$ cat config.mk
export PLATFORM = sky130hd
export DESIGN_NAME = speculation_acceptance_governor_flat
export DESIGN_NICKNAME = d
export VERILOG_FILES = /design/src/hdl/sag_pkg.sv /design/src/hdl/sag_in_if.sv /design/src/hdl/sag_out_if.sv /design/src/hdl/sag_queue.sv /design/src/hdl/sag_front.sv /design/src/hdl/sag_back.sv /design/src/hdl/speculation_acceptance_governor.sv /design/src/flat_wrapper.sv
export VERILOG_INCLUDE_DIRS = /design/src /design/src/hdl
export SDC_FILE = /design/constraint.sdc
export NUM_CORES = 1
export LEC_CHECK = 0
export ABC_AREA = 1
export BUFFER_PORTS_ARGS = -buffer_cell sky130_fd_sc_hd__buf_2
export CAP_MARGIN = 5
export CORE_MARGIN = 3
export CORE_UTILIZATION = 55
export CTS_BUF_LIST = sky130_fd_sc_hd__clkbuf_4
export DETAILED_ROUTE_END_ITERATION = 16
export PLACE_DENSITY = 0.74
export SYNTH_ARGS = -nofsm -noshare
export SYNTH_HDL_FRONTEND = slang
export SYNTH_SLANG_ARGS = --single-unit
$ cat constraint.sdc
create_clock -name clk -period 10.4 [get_ports clk]
set_input_delay 2.08 -clock clk [delete_from_list [all_inputs] [get_ports clk]]
set_output_delay 2.08 -clock clk [all_outputs]
set_load 0.05 [all_outputs]
$ cat src/hdl/assert_macros.svh
// Assertion macros shared by the governor RTL.
// Define ASSERT_OFF to compile the assertions away.
`ifndef ASSERT_MACROS_SVH
`define ASSERT_MACROS_SVH
`ifndef ASSERT_OFF
`define ASSERT_PROP(label, clk, rst_n, prop) \
	label: assert property (@(posedge clk) disable iff (!rst_n) prop) \
		else $error("assertion failed");
`define ASSERT_NEVER(label, clk, rst_n, expr) \
	`ASSERT_PROP(label, clk, rst_n, !(expr))
`else
`define ASSERT_PROP(label, clk, rst_n, prop)
`define ASSERT_NEVER(label, clk, rst_n, expr)
`endif
`endif

$ cat src/hdl/sag_pkg.sv
`timescale 1ns / 1ps
package sag_pkg;
	localparam int TOTAL_WIDTH = 48;
	localparam int COUNT_WIDTH = 8;
	localparam int QUEUE_DEPTH = 2;
	localparam int MIN_W = 16;
	localparam int RATIO_W = 17;
	localparam int FRAC_STEPS = 16;
	localparam int CFG_INDEX_W = 1;
	localparam int CFG_DATA_W = 17;

	localparam logic [MIN_W-1:0] DEFAULT_MIN = 16'd32;
	localparam logic [RATIO_W-1:0] DEFAULT_THRESH = 17'd22938;
	localparam logic [RATIO_W-1:0] ONE_Q16 = 17'd65536;

	typedef enum logic [CFG_INDEX_W-1:0] {
		REG_MIN_PROPOSALS = 1'b0,
		REG_THRESHOLD = 1'b1
	} sag_reg_t;

	typedef enum logic [1:0] {
		STATUS_RECORDED = 2'd0,
		STATUS_DISABLED = 2'd1,
		STATUS_INVALID = 2'd2
	} sag_status_t;

	typedef enum logic [1:0] {
		S_IDLE,
		S_UPDATE,
		S_DIVIDE,
		S_REPORT
	} sag_state_t;

	typedef struct packed {
		logic full;
		logic empty;
	} sag_qstat_t;
endpackage

$ cat src/hdl/sag_in_if.sv
`timescale 1ns / 1ps
interface sag_in_if #(
	parameter int COUNT_WIDTH = sag_pkg::COUNT_WIDTH
) ();
	logic valid;
	logic ready;
	logic [COUNT_WIDTH-1:0] proposed_count;
	logic [COUNT_WIDTH-1:0] accepted_count;

	modport source(output valid, proposed_count, accepted_count, input ready);
	modport sink(input valid, proposed_count, accepted_count, output ready);
endinterface

$ cat src/hdl/sag_out_if.sv
`timescale 1ns / 1ps
interface sag_out_if #(
	parameter int TOTAL_WIDTH = sag_pkg::TOTAL_WIDTH
) ();
	logic valid;
	logic ready;
	logic [1:0] status;
	logic still_enabled;
	logic just_disabled;
	logic [sag_pkg::RATIO_W-1:0] acceptance_q16;
	logic [TOTAL_WIDTH-1:0] round_total;
	logic [TOTAL_WIDTH-1:0] proposed_total;
	logic [TOTAL_WIDTH-1:0] accepted_total;

	modport source(output valid, status, still_enabled, just_disabled, acceptance_q16,
		round_total, proposed_total, accepted_total, input ready);
	modport sink(input valid, status, still_enabled, just_disabled, acceptance_q16,
		round_total, proposed_total, accepted_total, output ready);
endinterface

$ cat src/hdl/sag_queue.sv
`timescale 1ns / 1ps
`include "assert_macros.svh"
module sag_queue #(
	parameter int WIDTH = 2 * sag_pkg::COUNT_WIDTH + 1,
	parameter int DEPTH = sag_pkg::QUEUE_DEPTH
) (
	input logic clk,
	input logic arst_n,
	input logic push,
	input logic [WIDTH-1:0] push_item,
	input logic pop,
	output logic [WIDTH-1:0] pop_item,
	output sag_pkg::sag_qstat_t qstat
);
	localparam int PTR_W = (DEPTH > 1) ? $clog2(DEPTH) : 1;
	localparam int CNT_W = $clog2(DEPTH + 1);
	localparam logic [PTR_W-1:0] LAST = PTR_W'(DEPTH - 1);
	localparam logic [CNT_W-1:0] FULL_CNT = CNT_W'(DEPTH);

	logic [WIDTH-1:0] mem_q [DEPTH];
	logic [PTR_W-1:0] wr_ptr_q;
	logic [PTR_W-1:0] rd_ptr_q;
	logic [CNT_W-1:0] count_q;
	logic do_push;
	logic do_pop;

	assign qstat.full = (count_q == FULL_CNT);
	assign qstat.empty = (count_q == '0);
	assign do_push = push && !qstat.full;
	assign do_pop = pop && !qstat.empty;
	assign pop_item = mem_q[rd_ptr_q];

	always_ff @(posedge clk) begin
		if (do_push) begin
			mem_q[wr_ptr_q] <= push_item;
		end
	end

	always_ff @(posedge clk or negedge arst_n) begin
		if (!arst_n) begin
			wr_ptr_q <= '0;
			rd_ptr_q <= '0;
			count_q <= '0;
		end else begin
			if (do_push) begin
				wr_ptr_q <= (wr_ptr_q == LAST) ? '0 : wr_ptr_q + PTR_W'(1);
			end
			if (do_pop) begin
				rd_ptr_q <= (rd_ptr_q == LAST) ? '0 : rd_ptr_q + PTR_W'(1);
			end
			if (do_push && !do_pop) begin
				count_q <= count_q + CNT_W'(1);
			end else if (do_pop && !do_push) begin
				count_q <= count_q - CNT_W'(1);
			end
		end
	end

	`ASSERT_NEVER(a_no_push_when_full, clk, arst_n, push && qstat.full)
	`ASSERT_NEVER(a_no_pop_when_empty, clk, arst_n, pop && qstat.empty)
endmodule

$ cat src/hdl/sag_front.sv
`timescale 1ns / 1ps
module sag_front #(
	parameter int COUNT_WIDTH = sag_pkg::COUNT_WIDTH
) (
	input logic clk,
	input logic arst_n,
	sag_in_if.sink report,
	input sag_pkg::sag_qstat_t qstat,
	output logic push,
	output logic [2*COUNT_WIDTH:0] push_item
);
	logic vld_s1;
	logic [COUNT_WIDTH-1:0] prop_s1;
	logic [COUNT_WIDTH-1:0] acc_s1;
	logic accept;
	logic invalid;

	assign push = vld_s1 && !qstat.full;
	assign report.ready = !vld_s1 || push;
	assign accept = report.valid && report.ready;

	// A round with nothing proposed, or more accepted than proposed, is not counted.
	assign invalid = (prop_s1 == '0) || (acc_s1 > prop_s1);
	assign push_item = {prop_s1, acc_s1, invalid};

	always_ff @(posedge clk or negedge arst_n) begin
		if (!arst_n) begin
			vld_s1 <= 1'b0;
		end else if (accept) begin
			vld_s1 <= 1'b1;
		end else if (push) begin
			vld_s1 <= 1'b0;
		end
	end

	always_ff @(posedge clk) begin
		if (accept) begin
			prop_s1 <= report.proposed_count;
			acc_s1 <= report.accepted_count;
		end
	end
endmodule

$ cat src/hdl/sag_back.sv
`timescale 1ns / 1ps
`include "assert_macros.svh"
module sag_back #(
	parameter int TOTAL_WIDTH = sag_pkg::TOTAL_WIDTH,
	parameter int COUNT_WIDTH = sag_pkg::COUNT_WIDTH
) (
	input logic clk,
	input logic arst_n,
	input sag_pkg::sag_qstat_t qstat,
	input logic [2*COUNT_WIDTH:0] pop_item,
	output logic pop,
	input logic [sag_pkg::MIN_W-1:0] min_proposals,
	input logic [sag_pkg::RATIO_W-1:0] threshold,
	sag_out_if.source result
);
	localparam int TW = TOTAL_WIDTH;
	localparam int RW = sag_pkg::RATIO_W;
	localparam int STEP_W = $clog2(sag_pkg::FRAC_STEPS + 1);
	localparam logic [STEP_W-1:0] LAST_STEP = STEP_W'(sag_pkg::FRAC_STEPS);

	sag_pkg::sag_state_t state_q;
	sag_pkg::sag_state_t state_d;
	sag_pkg::sag_status_t status_q;

	logic [COUNT_WIDTH-1:0] prop_q;
	logic [COUNT_WIDTH-1:0] acc_q;
	logic invalid_q;
	logic en_q;
	logic [TW-1:0] rounds_q;
	logic [TW-1:0] props_q;
	logic [TW-1:0] accs_q;
	logic [TW-1:0] rem_q;
	logic [RW-1:0] quo_q;
	logic [STEP_W-1:0] step_q;

	logic out_vld_q;
	logic [1:0] out_status_q;
	logic out_en_q;
	logic out_just_q;
	logic [RW-1:0] out_ratio_q;
	logic [TW-1:0] out_rounds_q;
	logic [TW-1:0] out_props_q;
	logic [TW-1:0] out_accs_q;

	logic load_out;
	logic [TW:0] rounds_sum;
	logic [TW:0] props_sum;
	logic [TW:0] accs_sum;
	logic [TW:0] num;
	logic [TW:0] den;
	logic [TW:0] diff;
	logic ge;
	logic [RW-1:0] ratio;
	logic trip;

	// Next state.
	always_comb begin
		state_d = state_q;
		unique case (state_q)
			sag_pkg::S_IDLE: begin
				if (!qstat.empty) begin
					state_d = sag_pkg::S_UPDATE;
				end
			end
			sag_pkg::S_UPDATE: begin
				state_d = sag_pkg::S_DIVIDE;
			end
			sag_pkg::S_DIVIDE: begin
				if (step_q == LAST_STEP) begin
					state_d = sag_pkg::S_REPORT;
				end
			end
			sag_pkg::S_REPORT: begin
				if (load_out) begin
					state_d = sag_pkg::S_IDLE;
				end
			end
			default: begin
				state_d = sag_pkg::S_IDLE;
			end
		endcase
	end

	// State outputs.
	always_comb begin
		pop = 1'b0;
		load_out = 1'b0;
		unique case (state_q)
			sag_pkg::S_IDLE: begin
				pop = !qstat.empty;
			end
			sag_pkg::S_REPORT: begin
				load_out = !out_vld_q || result.ready;
			end
			default: begin
				pop = 1'b0;
				load_out = 1'b0;
			end
		endcase
	end

	// Saturating totals: a carry out of the top bit means the sum passed the maximum.
	assign rounds_sum = {1'b0, rounds_q} + (TW + 1)'(1);
	assign props_sum = {1'b0, props_q} + (TW + 1)'(prop_q);
	assign accs_sum = {1'b0, accs_q} + (TW + 1)'(acc_q);

	// One restoring step per cycle; the first step yields the integer bit.
	assign den = {1'b0, props_q};
	assign num = (step_q == '0) ? {1'b0, accs_q} : {rem_q, 1'b0};
	assign diff = num - den;
	assign ge = (num >= den);

	always_comb begin
		if (props_q == '0) begin
			ratio = '0;
		end else if (quo_q > sag_pkg::ONE_Q16) begin
			ratio = sag_pkg::ONE_Q16;
		end else begin
			ratio = quo_q;
		end
	end

	assign trip = (status_q == sag_pkg::STATUS_RECORDED) &&
		(props_q >= TW'(min_proposals)) && (ratio < threshold);

	always_ff @(posedge clk or negedge arst_n) begin
		if (!arst_n) begin
			state_q <= sag_pkg::S_IDLE;
			en_q <= 1'b1;
			rounds_q <= '0;
			props_q <= '0;
			accs_q <= '0;
			out_vld_q <= 1'b0;
		end else begin
			state_q <= state_d;
			if (state_q == sag_pkg::S_UPDATE && en_q && !invalid_q) begin
				rounds_q <= rounds_sum[TW] ? '1 : rounds_sum[TW-1:0];
				props_q <= props_sum[TW] ? '1 : props_sum[TW-1:0];
				accs_q <= accs_sum[TW] ? '1 : accs_sum[TW-1:0];
			end
			if (load_out) begin
				en_q <= en_q && !trip;
				out_vld_q <= 1'b1;
			end else if (result.ready) begin
				out_vld_q <= 1'b0;
			end
		end
	end

	always_ff @(posedge clk) begin
		if (pop) begin
			{prop_q, acc_q, invalid_q} <= pop_item;
		end
		if (state_q == sag_pkg::S_UPDATE) begin
			step_q <= '0;
			if (!en_q) begin
				status_q <= sag_pkg::STATUS_DISABLED;
			end else if (invalid_q) begin
				status_q <= sag_pkg::STATUS_INVALID;
			end else begin
				status_q <= sag_pkg::STATUS_RECORDED;
			end
		end
		if (state_q == sag_pkg::S_DIVIDE) begin
			step_q <= step_q + STEP_W'(1);
			quo_q <= (step_q == '0) ? RW'(ge) : {quo_q[RW-2:0], ge};
			rem_q <= ge ? diff[TW-1:0] : num[TW-1:0];
		end
		if (load_out) begin
			out_status_q <= status_q;
			out_en_q <= en_q && !trip;
			out_just_q <= trip;
			out_ratio_q <= ratio;
			out_rounds_q <= rounds_q;
			out_props_q <= props_q;
			out_accs_q <= accs_q;
		end
	end

	assign result.valid = out_vld_q;
	assign result.status = out_status_q;
	assign result.still_enabled = out_en_q;
	assign result.just_disabled = out_just_q;
	assign result.acceptance_q16 = out_ratio_q;
	assign result.round_total = out_rounds_q;
	assign result.proposed_total = out_props_q;
	assign result.accepted_total = out_accs_q;

	`ASSERT_PROP(a_disable_sticky, clk, arst_n, !en_q |=> !en_q)
	`ASSERT_NEVER(a_acc_within_prop, clk, arst_n, accs_q > props_q)
	`ASSERT_PROP(a_totals_move_in_update, clk, arst_n, (state_q != sag_pkg::S_UPDATE) |=> $stable(props_q))
	`ASSERT_PROP(a_just_means_off, clk, arst_n, (result.valid && result.just_disabled) |-> (!result.still_enabled && result.status == sag_pkg::STATUS_RECORDED))
endmodule

$ cat src/hdl/speculation_acceptance_governor.sv
`timescale 1ns / 1ps
// Speculation acceptance governor.
// The report channel takes one word per decoding round: draft tokens proposed
// and accepted. The result channel returns one word per report with the status,
// the enable flag, whether this round switched speculation off, the running
// totals and the acceptance ratio in Q1.16.
// The configuration port writes the minimum proposal total and the disable
// threshold; a value of zero, or a threshold above 1.0, selects the built-in default.
// A report is registered and classified in the front stage, then waits in a
// two-entry queue for the back end, which updates the totals and divides with
// a restoring divider that resolves one quotient bit per cycle.
// A taken report passes the front register, the queue, the update state, the 17
// divider steps and the report state; the back end takes one report at a time.
// Up to three further reports are taken while the back end is busy.
// Reset enables speculation, clears the totals and loads the default registers.
// While the receiver stalls, the result word is held and the back end waits
// with the next finished word; the queue and front stage keep accepting until full.
module speculation_acceptance_governor #(
	parameter int TOTAL_WIDTH = sag_pkg::TOTAL_WIDTH,
	parameter int COUNT_WIDTH = sag_pkg::COUNT_WIDTH
) (
	input logic clk,
	input logic arst_n,
	sag_in_if.sink report,
	sag_out_if.source result,
	input logic cfg_we,
	input logic [sag_pkg::CFG_INDEX_W-1:0] cfg_index,
	input logic [sag_pkg::CFG_DATA_W-1:0] cfg_data
);
	localparam int ITEM_W = 2 * COUNT_WIDTH + 1;

	logic [sag_pkg::MIN_W-1:0] min_q;
	logic [sag_pkg::RATIO_W-1:0] thresh_q;
	logic [sag_pkg::MIN_W-1:0] min_val;
	logic [sag_pkg::RATIO_W-1:0] thresh_val;

	sag_pkg::sag_qstat_t qstat;
	logic push;
	logic pop;
	logic [ITEM_W-1:0] push_item;
	logic [ITEM_W-1:0] pop_item;

	assign min_val = cfg_data[sag_pkg::MIN_W-1:0];
	assign thresh_val = cfg_data[sag_pkg::RATIO_W-1:0];

	always_ff @(posedge clk or negedge arst_n) begin
		if (!arst_n) begin
			min_q <= sag_pkg::DEFAULT_MIN;
			thresh_q <= sag_pkg::DEFAULT_THRESH;
		end else if (cfg_we) begin
			unique case (sag_pkg::sag_reg_t'(cfg_index))
				sag_pkg::REG_MIN_PROPOSALS: begin
					min_q <= (min_val == '0) ? sag_pkg::DEFAULT_MIN : min_val;
				end
				sag_pkg::REG_THRESHOLD: begin
					thresh_q <= (thresh_val == '0 || thresh_val > sag_pkg::ONE_Q16) ?
						sag_pkg::DEFAULT_THRESH : thresh_val;
				end
				default: begin
					min_q <= min_q;
				end
			endcase
		end
	end

	sag_front #(
		.COUNT_WIDTH(COUNT_WIDTH)
	) u_front (
		.clk(clk),
		.arst_n(arst_n),
		.report(report),
		.qstat(qstat),
		.push(push),
		.push_item(push_item)
	);

	sag_queue #(
		.WIDTH(ITEM_W),
		.DEPTH(sag_pkg::QUEUE_DEPTH)
	) u_queue (
		.clk(clk),
		.arst_n(arst_n),
		.push(push),
		.push_item(push_item),
		.pop(pop),
		.pop_item(pop_item),
		.qstat(qstat)
	);

	sag_back #(
		.TOTAL_WIDTH(TOTAL_WIDTH),
		.COUNT_WIDTH(COUNT_WIDTH)
	) u_back (
		.clk(clk),
		.arst_n(arst_n),
		.qstat(qstat),
		.pop_item(pop_item),
		.pop(pop),
		.min_proposals(min_q),
		.threshold(thresh_q),
		.result(result)
	);
endmodule
$ cat src/flat_wrapper.sv
// flat-port wrapper written by rule: the top's interface ports become plain ports
module speculation_acceptance_governor_flat 
#(
	parameter int TOTAL_WIDTH = sag_pkg::TOTAL_WIDTH,
	parameter int COUNT_WIDTH = sag_pkg::COUNT_WIDTH
)
  (clk, arst_n, cfg_we, cfg_index, cfg_data, report_valid, report_proposed_count, report_accepted_count, report_ready, result_valid, result_status, result_still_enabled, result_just_disabled, result_acceptance_q16, result_round_total, result_proposed_total, result_accepted_total, result_ready);
  sag_in_if #(.COUNT_WIDTH(COUNT_WIDTH)) report_i ();
  sag_out_if #(.TOTAL_WIDTH(TOTAL_WIDTH)) result_i ();
  input logic clk;
  input logic arst_n;
  input logic cfg_we;
  input logic [sag_pkg::CFG_INDEX_W-1:0] cfg_index;
  input logic [sag_pkg::CFG_DATA_W-1:0] cfg_data;
  input wire logic [$bits(report_i.valid)-1:0] report_valid;
  input wire logic [$bits(report_i.proposed_count)-1:0] report_proposed_count;
  input wire logic [$bits(report_i.accepted_count)-1:0] report_accepted_count;
  output wire logic [$bits(report_i.ready)-1:0] report_ready;
  output wire logic [$bits(result_i.valid)-1:0] result_valid;
  output wire logic [$bits(result_i.status)-1:0] result_status;
  output wire logic [$bits(result_i.still_enabled)-1:0] result_still_enabled;
  output wire logic [$bits(result_i.just_disabled)-1:0] result_just_disabled;
  output wire logic [$bits(result_i.acceptance_q16)-1:0] result_acceptance_q16;
  output wire logic [$bits(result_i.round_total)-1:0] result_round_total;
  output wire logic [$bits(result_i.proposed_total)-1:0] result_proposed_total;
  output wire logic [$bits(result_i.accepted_total)-1:0] result_accepted_total;
  input wire logic [$bits(result_i.ready)-1:0] result_ready;
  assign report_i.valid = report_valid;
  assign report_i.proposed_count = report_proposed_count;
  assign report_i.accepted_count = report_accepted_count;
  assign report_ready = report_i.ready;
  assign result_valid = result_i.valid;
  assign result_status = result_i.status;
  assign result_still_enabled = result_i.still_enabled;
  assign result_just_disabled = result_i.just_disabled;
  assign result_acceptance_q16 = result_i.acceptance_q16;
  assign result_round_total = result_i.round_total;
  assign result_proposed_total = result_i.proposed_total;
  assign result_accepted_total = result_i.accepted_total;
  assign result_i.ready = result_ready;
  speculation_acceptance_governor #(.TOTAL_WIDTH(TOTAL_WIDTH), .COUNT_WIDTH(COUNT_WIDTH)) u_core (.clk(clk), .arst_n(arst_n), .report(report_i), .result(result_i), .cfg_we(cfg_we), .cfg_index(cfg_index), .cfg_data(cfg_data));
endmodule
==> flow_summary.json <==
{
  "grt_pass1_vias": 21980,
  "drc_errors": 0,
  "gr-total-overflow": 0,
  "total_power_mw": 9.772,
  "cts_root_buf": "clkbuf_4",
  "antenna_left": 0,
  "layout_commonest_cell": "nand2_1",
  "synth_area_per_cell_sq_um": 8.240,
  "synth_cell_types": 51,
  "critPathSlowestCell": "buf_4",
  "ys_ff_latch": 490,
  "cts_setup_buffers": 0,
  "period_share_pct": 46.02,
  "synth_edf_count": 304,
  "clk_latency_ns": 0.88,
  "pwr_density_cell_nw_per_um2": 318.2,
  "ir_drop_mv": 0.1594,
  "crit_type": "flip-flop to flip-flop",
  "maxSlewViolCount": 0,
  "postCtsResizedCells": 0,
  "finalWeightedCongestion": 0.9885,
  "fmax_ghz": 0.2089,
  "ys_seq_area_share_pct": 50.31,
  "clock_path_buffers": 3,
  "start_util_pct": 55.90,
  "rsz0062_at_grt": "no",
  "critical_path.most_common_cell": "nand2_1",
  "synth_ff_type": "edfxtp_1",
  "dr.pass1.iters": 6,
  "cts_tree": "built",
  "hpwl_mm": 60.74,
  "critical_path_arrival_ns": 5.35,
  "finalSetupViolCount": 0,
  "fin_cells": 4380,
  "mostFrequentLayoutCells": "1002 x nand2_1, 507 x inv_1, 304 x edfxtp_1",
  "drtIter0Drc": 2538,
  "hp-class": "flip-flop to flip-flop",
  "clk_pin_slew_ns": 0.07,
  "fin_setup_tns_ns": 0,
  "die-area_sq_um": 52570,
  "numCtsBuffers": 118,
  "row_count": 81,
  "dr_total_vias": 23470,
  "ys.warnings.count": 0,
  "final_nets": 3767,
  "wl_per_cell_um": 18.01,
  "critical-path-max-stage-delay_ns": 0.72,
  "fp.dieW_um": 229.3,
  "layout-drive-gt1-share_pct": 12.71,
  "htree_levels": 3,
  "status": "completed",
  "cp_cell_sequence": "inv_1 > ha_1 > nand3_4 > buf_4 > o21ai_0 > ha_1 > nand2_1 > nand2_1 > nand2_1 > nand2_1 > inv_1 > nand2_1 > inv_1 > nand2_1 > nand3_4 > nand3_4 > nand2_1 > o21ai_1",
  "syn_nets": 3484,
  "worst_pin_slew_ns": 1.070,
  "async_reset_ff_share_pct": 37.96,
  "grt_pass1_wl_mm": 121.6,
  "end_kind": "flip-flop",
  "syn_to_final_growth_pct": 11.98,
  "leakagePower_nw": 14.40,
  "cp-start-kind": "flip-flop",
  "synth_cells": 3328,
  "core_sq_um": 49050,
  "fin_worst_skew_ns": 0.08509,
  "ios": 206,
  "nFillCells": 4396,
  "crit_path_max_fanout": 93,
  "cts.sinks": 490,
  "grt_use_total_pct": 29.83,
  "max-slew-margin-rel_pct": 28.66,
  "dp_cells": 4155,
  "final.min_clock_period_ns": 4.786,
  "worstPathRequired_ns": 10.96,
  "antenna_found_initial": 3,
  "via_per_inst": 5.358,
  "maxCapViolations": 0,
  "grt_max_degree": 117,
  "placement.io_buffers": 205,
  "hold_viol": 0,
  "die_height_um": 229.3,
  "cts_hold_buf": 0,
  "drt-total-wl_mm": 78.87,
  "netlist_area_sq_um": 27420
}
routing by layer:
metal  wire (um)  global-route usage (%)  share of wire (%)
met4        2299                   10.47                2.9
met5           0                       0                  0
met2       34870                   45.58                 44
met3        7439                   6.405                9.4
met1       34260                   42.43                 43
worst max-delay path: cells and delay by family (launching register included):
kind / cells / cell delay, ns
AOI/OAI and AO/OA: 2 / 0.48
adders and majority gates: 2 / 0.66
buffers and inverters: 4 / 0.88
DFF: 1 / 0.40
and+or+nand+nor: 10 / 1.92
Yosys cell counts, drive strengths merged, types with 7 or more instances:
| cell type | number | area [sq um] |
|---|---|---|
| dfrtp | 176 | 4404 |
| dfstp | 10 | 262.8 |
| o21ai | 207 | 1040 |
| nor4 | 11 | 68.82 |
| buf | 23 | 168.9 |
| nor3 | 84 | 462.9 |
| nor2 | 293 | 1145 |
| xor2 | 76 | 665.6 |
| inv | 512 | 1922 |
| o21bai | 10 | 75.07 |
| a21oi | 77 | 389.1 |
| nand3 | 250 | 1309 |
| a22oi | 7 | 52.55 |
| or2 | 10 | 62.56 |
| xnor2 | 12 | 105.1 |
| edfxtp | 304 | 9129 |
| ha | 114 | 1426 |
| nand3b | 23 | 172.7 |
| nand4 | 65 | 425.4 |
| clkbuf | 31 | 116.4 |
| nand2 | 1004 | 3774 |
worst paths after layout:
check / slack, ns / to / cells past startpoint / startpoint
max: 5.61 / u_core.u_back.rem_q[12] / 18 / u_core.u_back.step_q[0]
min: 0.47 / u_core.u_back.result.status[1] / 0 / u_core.u_back.status_q[1]
max reg2reg: 5.61 / u_core.u_back.rem_q[12] / 18 / u_core.u_back.step_q[0]
min reg2reg: 0.47 / u_core.u_back.result.status[1] / 0 / u_core.u_back.status_q[1]
max in group asynchronous: 7.14 / u_core.u_back.accs_q[38] / 3 / arst_n
min in group asynchronous: 1.22 / u_core.u_back.rounds_q[27] / 1 / arst_n
final cells by class:
cell class | count | area, sq um | share of cell area [%]
Timing Repair Buffer | 217 | 1125 | 3.663
Clock buffer | 181 | 1359 | 4.425
Sequential cell | 490 | 13800 | 44.93
Tap cell | 664 | 830.8 | 2.706
Clock inverter | 41 | 241.5 | 0.7864
Inverter | 513 | 1931 | 6.287
Multi-Input combinational cell | 2271 | 11420 | 37.18
Antenna cell | 3 | 7.507 | 0.02445
registers in the layout, summed over array words and instances (netlist names), 17 cells and up:
name and flops:
u_core.u_back.accs_q 48, u_core.u_back.props_q 48, u_core.u_back.rounds_q 48, u_core.u_back.result.round_total 48, u_core.u_back.rem_q 48, u_core.u_back.result.acceptance_q16 17
u_core.thresh_q 17, u_core.u_back.result.proposed_total 48, u_core.u_queue.mem_q 34, u_core.u_back.quo_q 17, u_core.u_back.result.accepted_total 48
per-stage QoR:
stage / setup WS [ns] / hold WS (ns) / area, sq um / util [%]
global placement: 5.766 / 0.4329 / 29100 / 59.32
global route: 5.130 / 0.4834 / 30700 / 62.59
finish: 5.614 / 0.4698 / 30710 / 62.60
floorplan: 4.428 / 0.4272 / 27420 / -
detailed placement: 5.664 / 0.4359 / 29100 / 59.32
CTS: 5.621 / 0.4770 / 30700 / 62.59
power breakdown:
part	leakage, nW	switching [mW]	internal [mW]	total [mW]
logic	8.23	3.56	1.41	4.96
registers	5.23	0.302	2.87	3.17
clock network	0.950	0.789	0.849	1.64
total	14.4	4.65	5.12	9.77
kinds of logic after synthesis:
family / after synthesis / synth area share (%)
AOI/OAI and AO/OA: 316 / 6.082
adders and majority gates: 117 / 5.421
muxes: 1 / 0.04106
xor gates and xnor gates: 88 / 2.811
DFF: 490 / 50.31
and+or+nand+nor: 1749 / 27.27
buffers and inverters: 567 / 8.063
No activity file was read; power rests on OpenSTA's default activity.
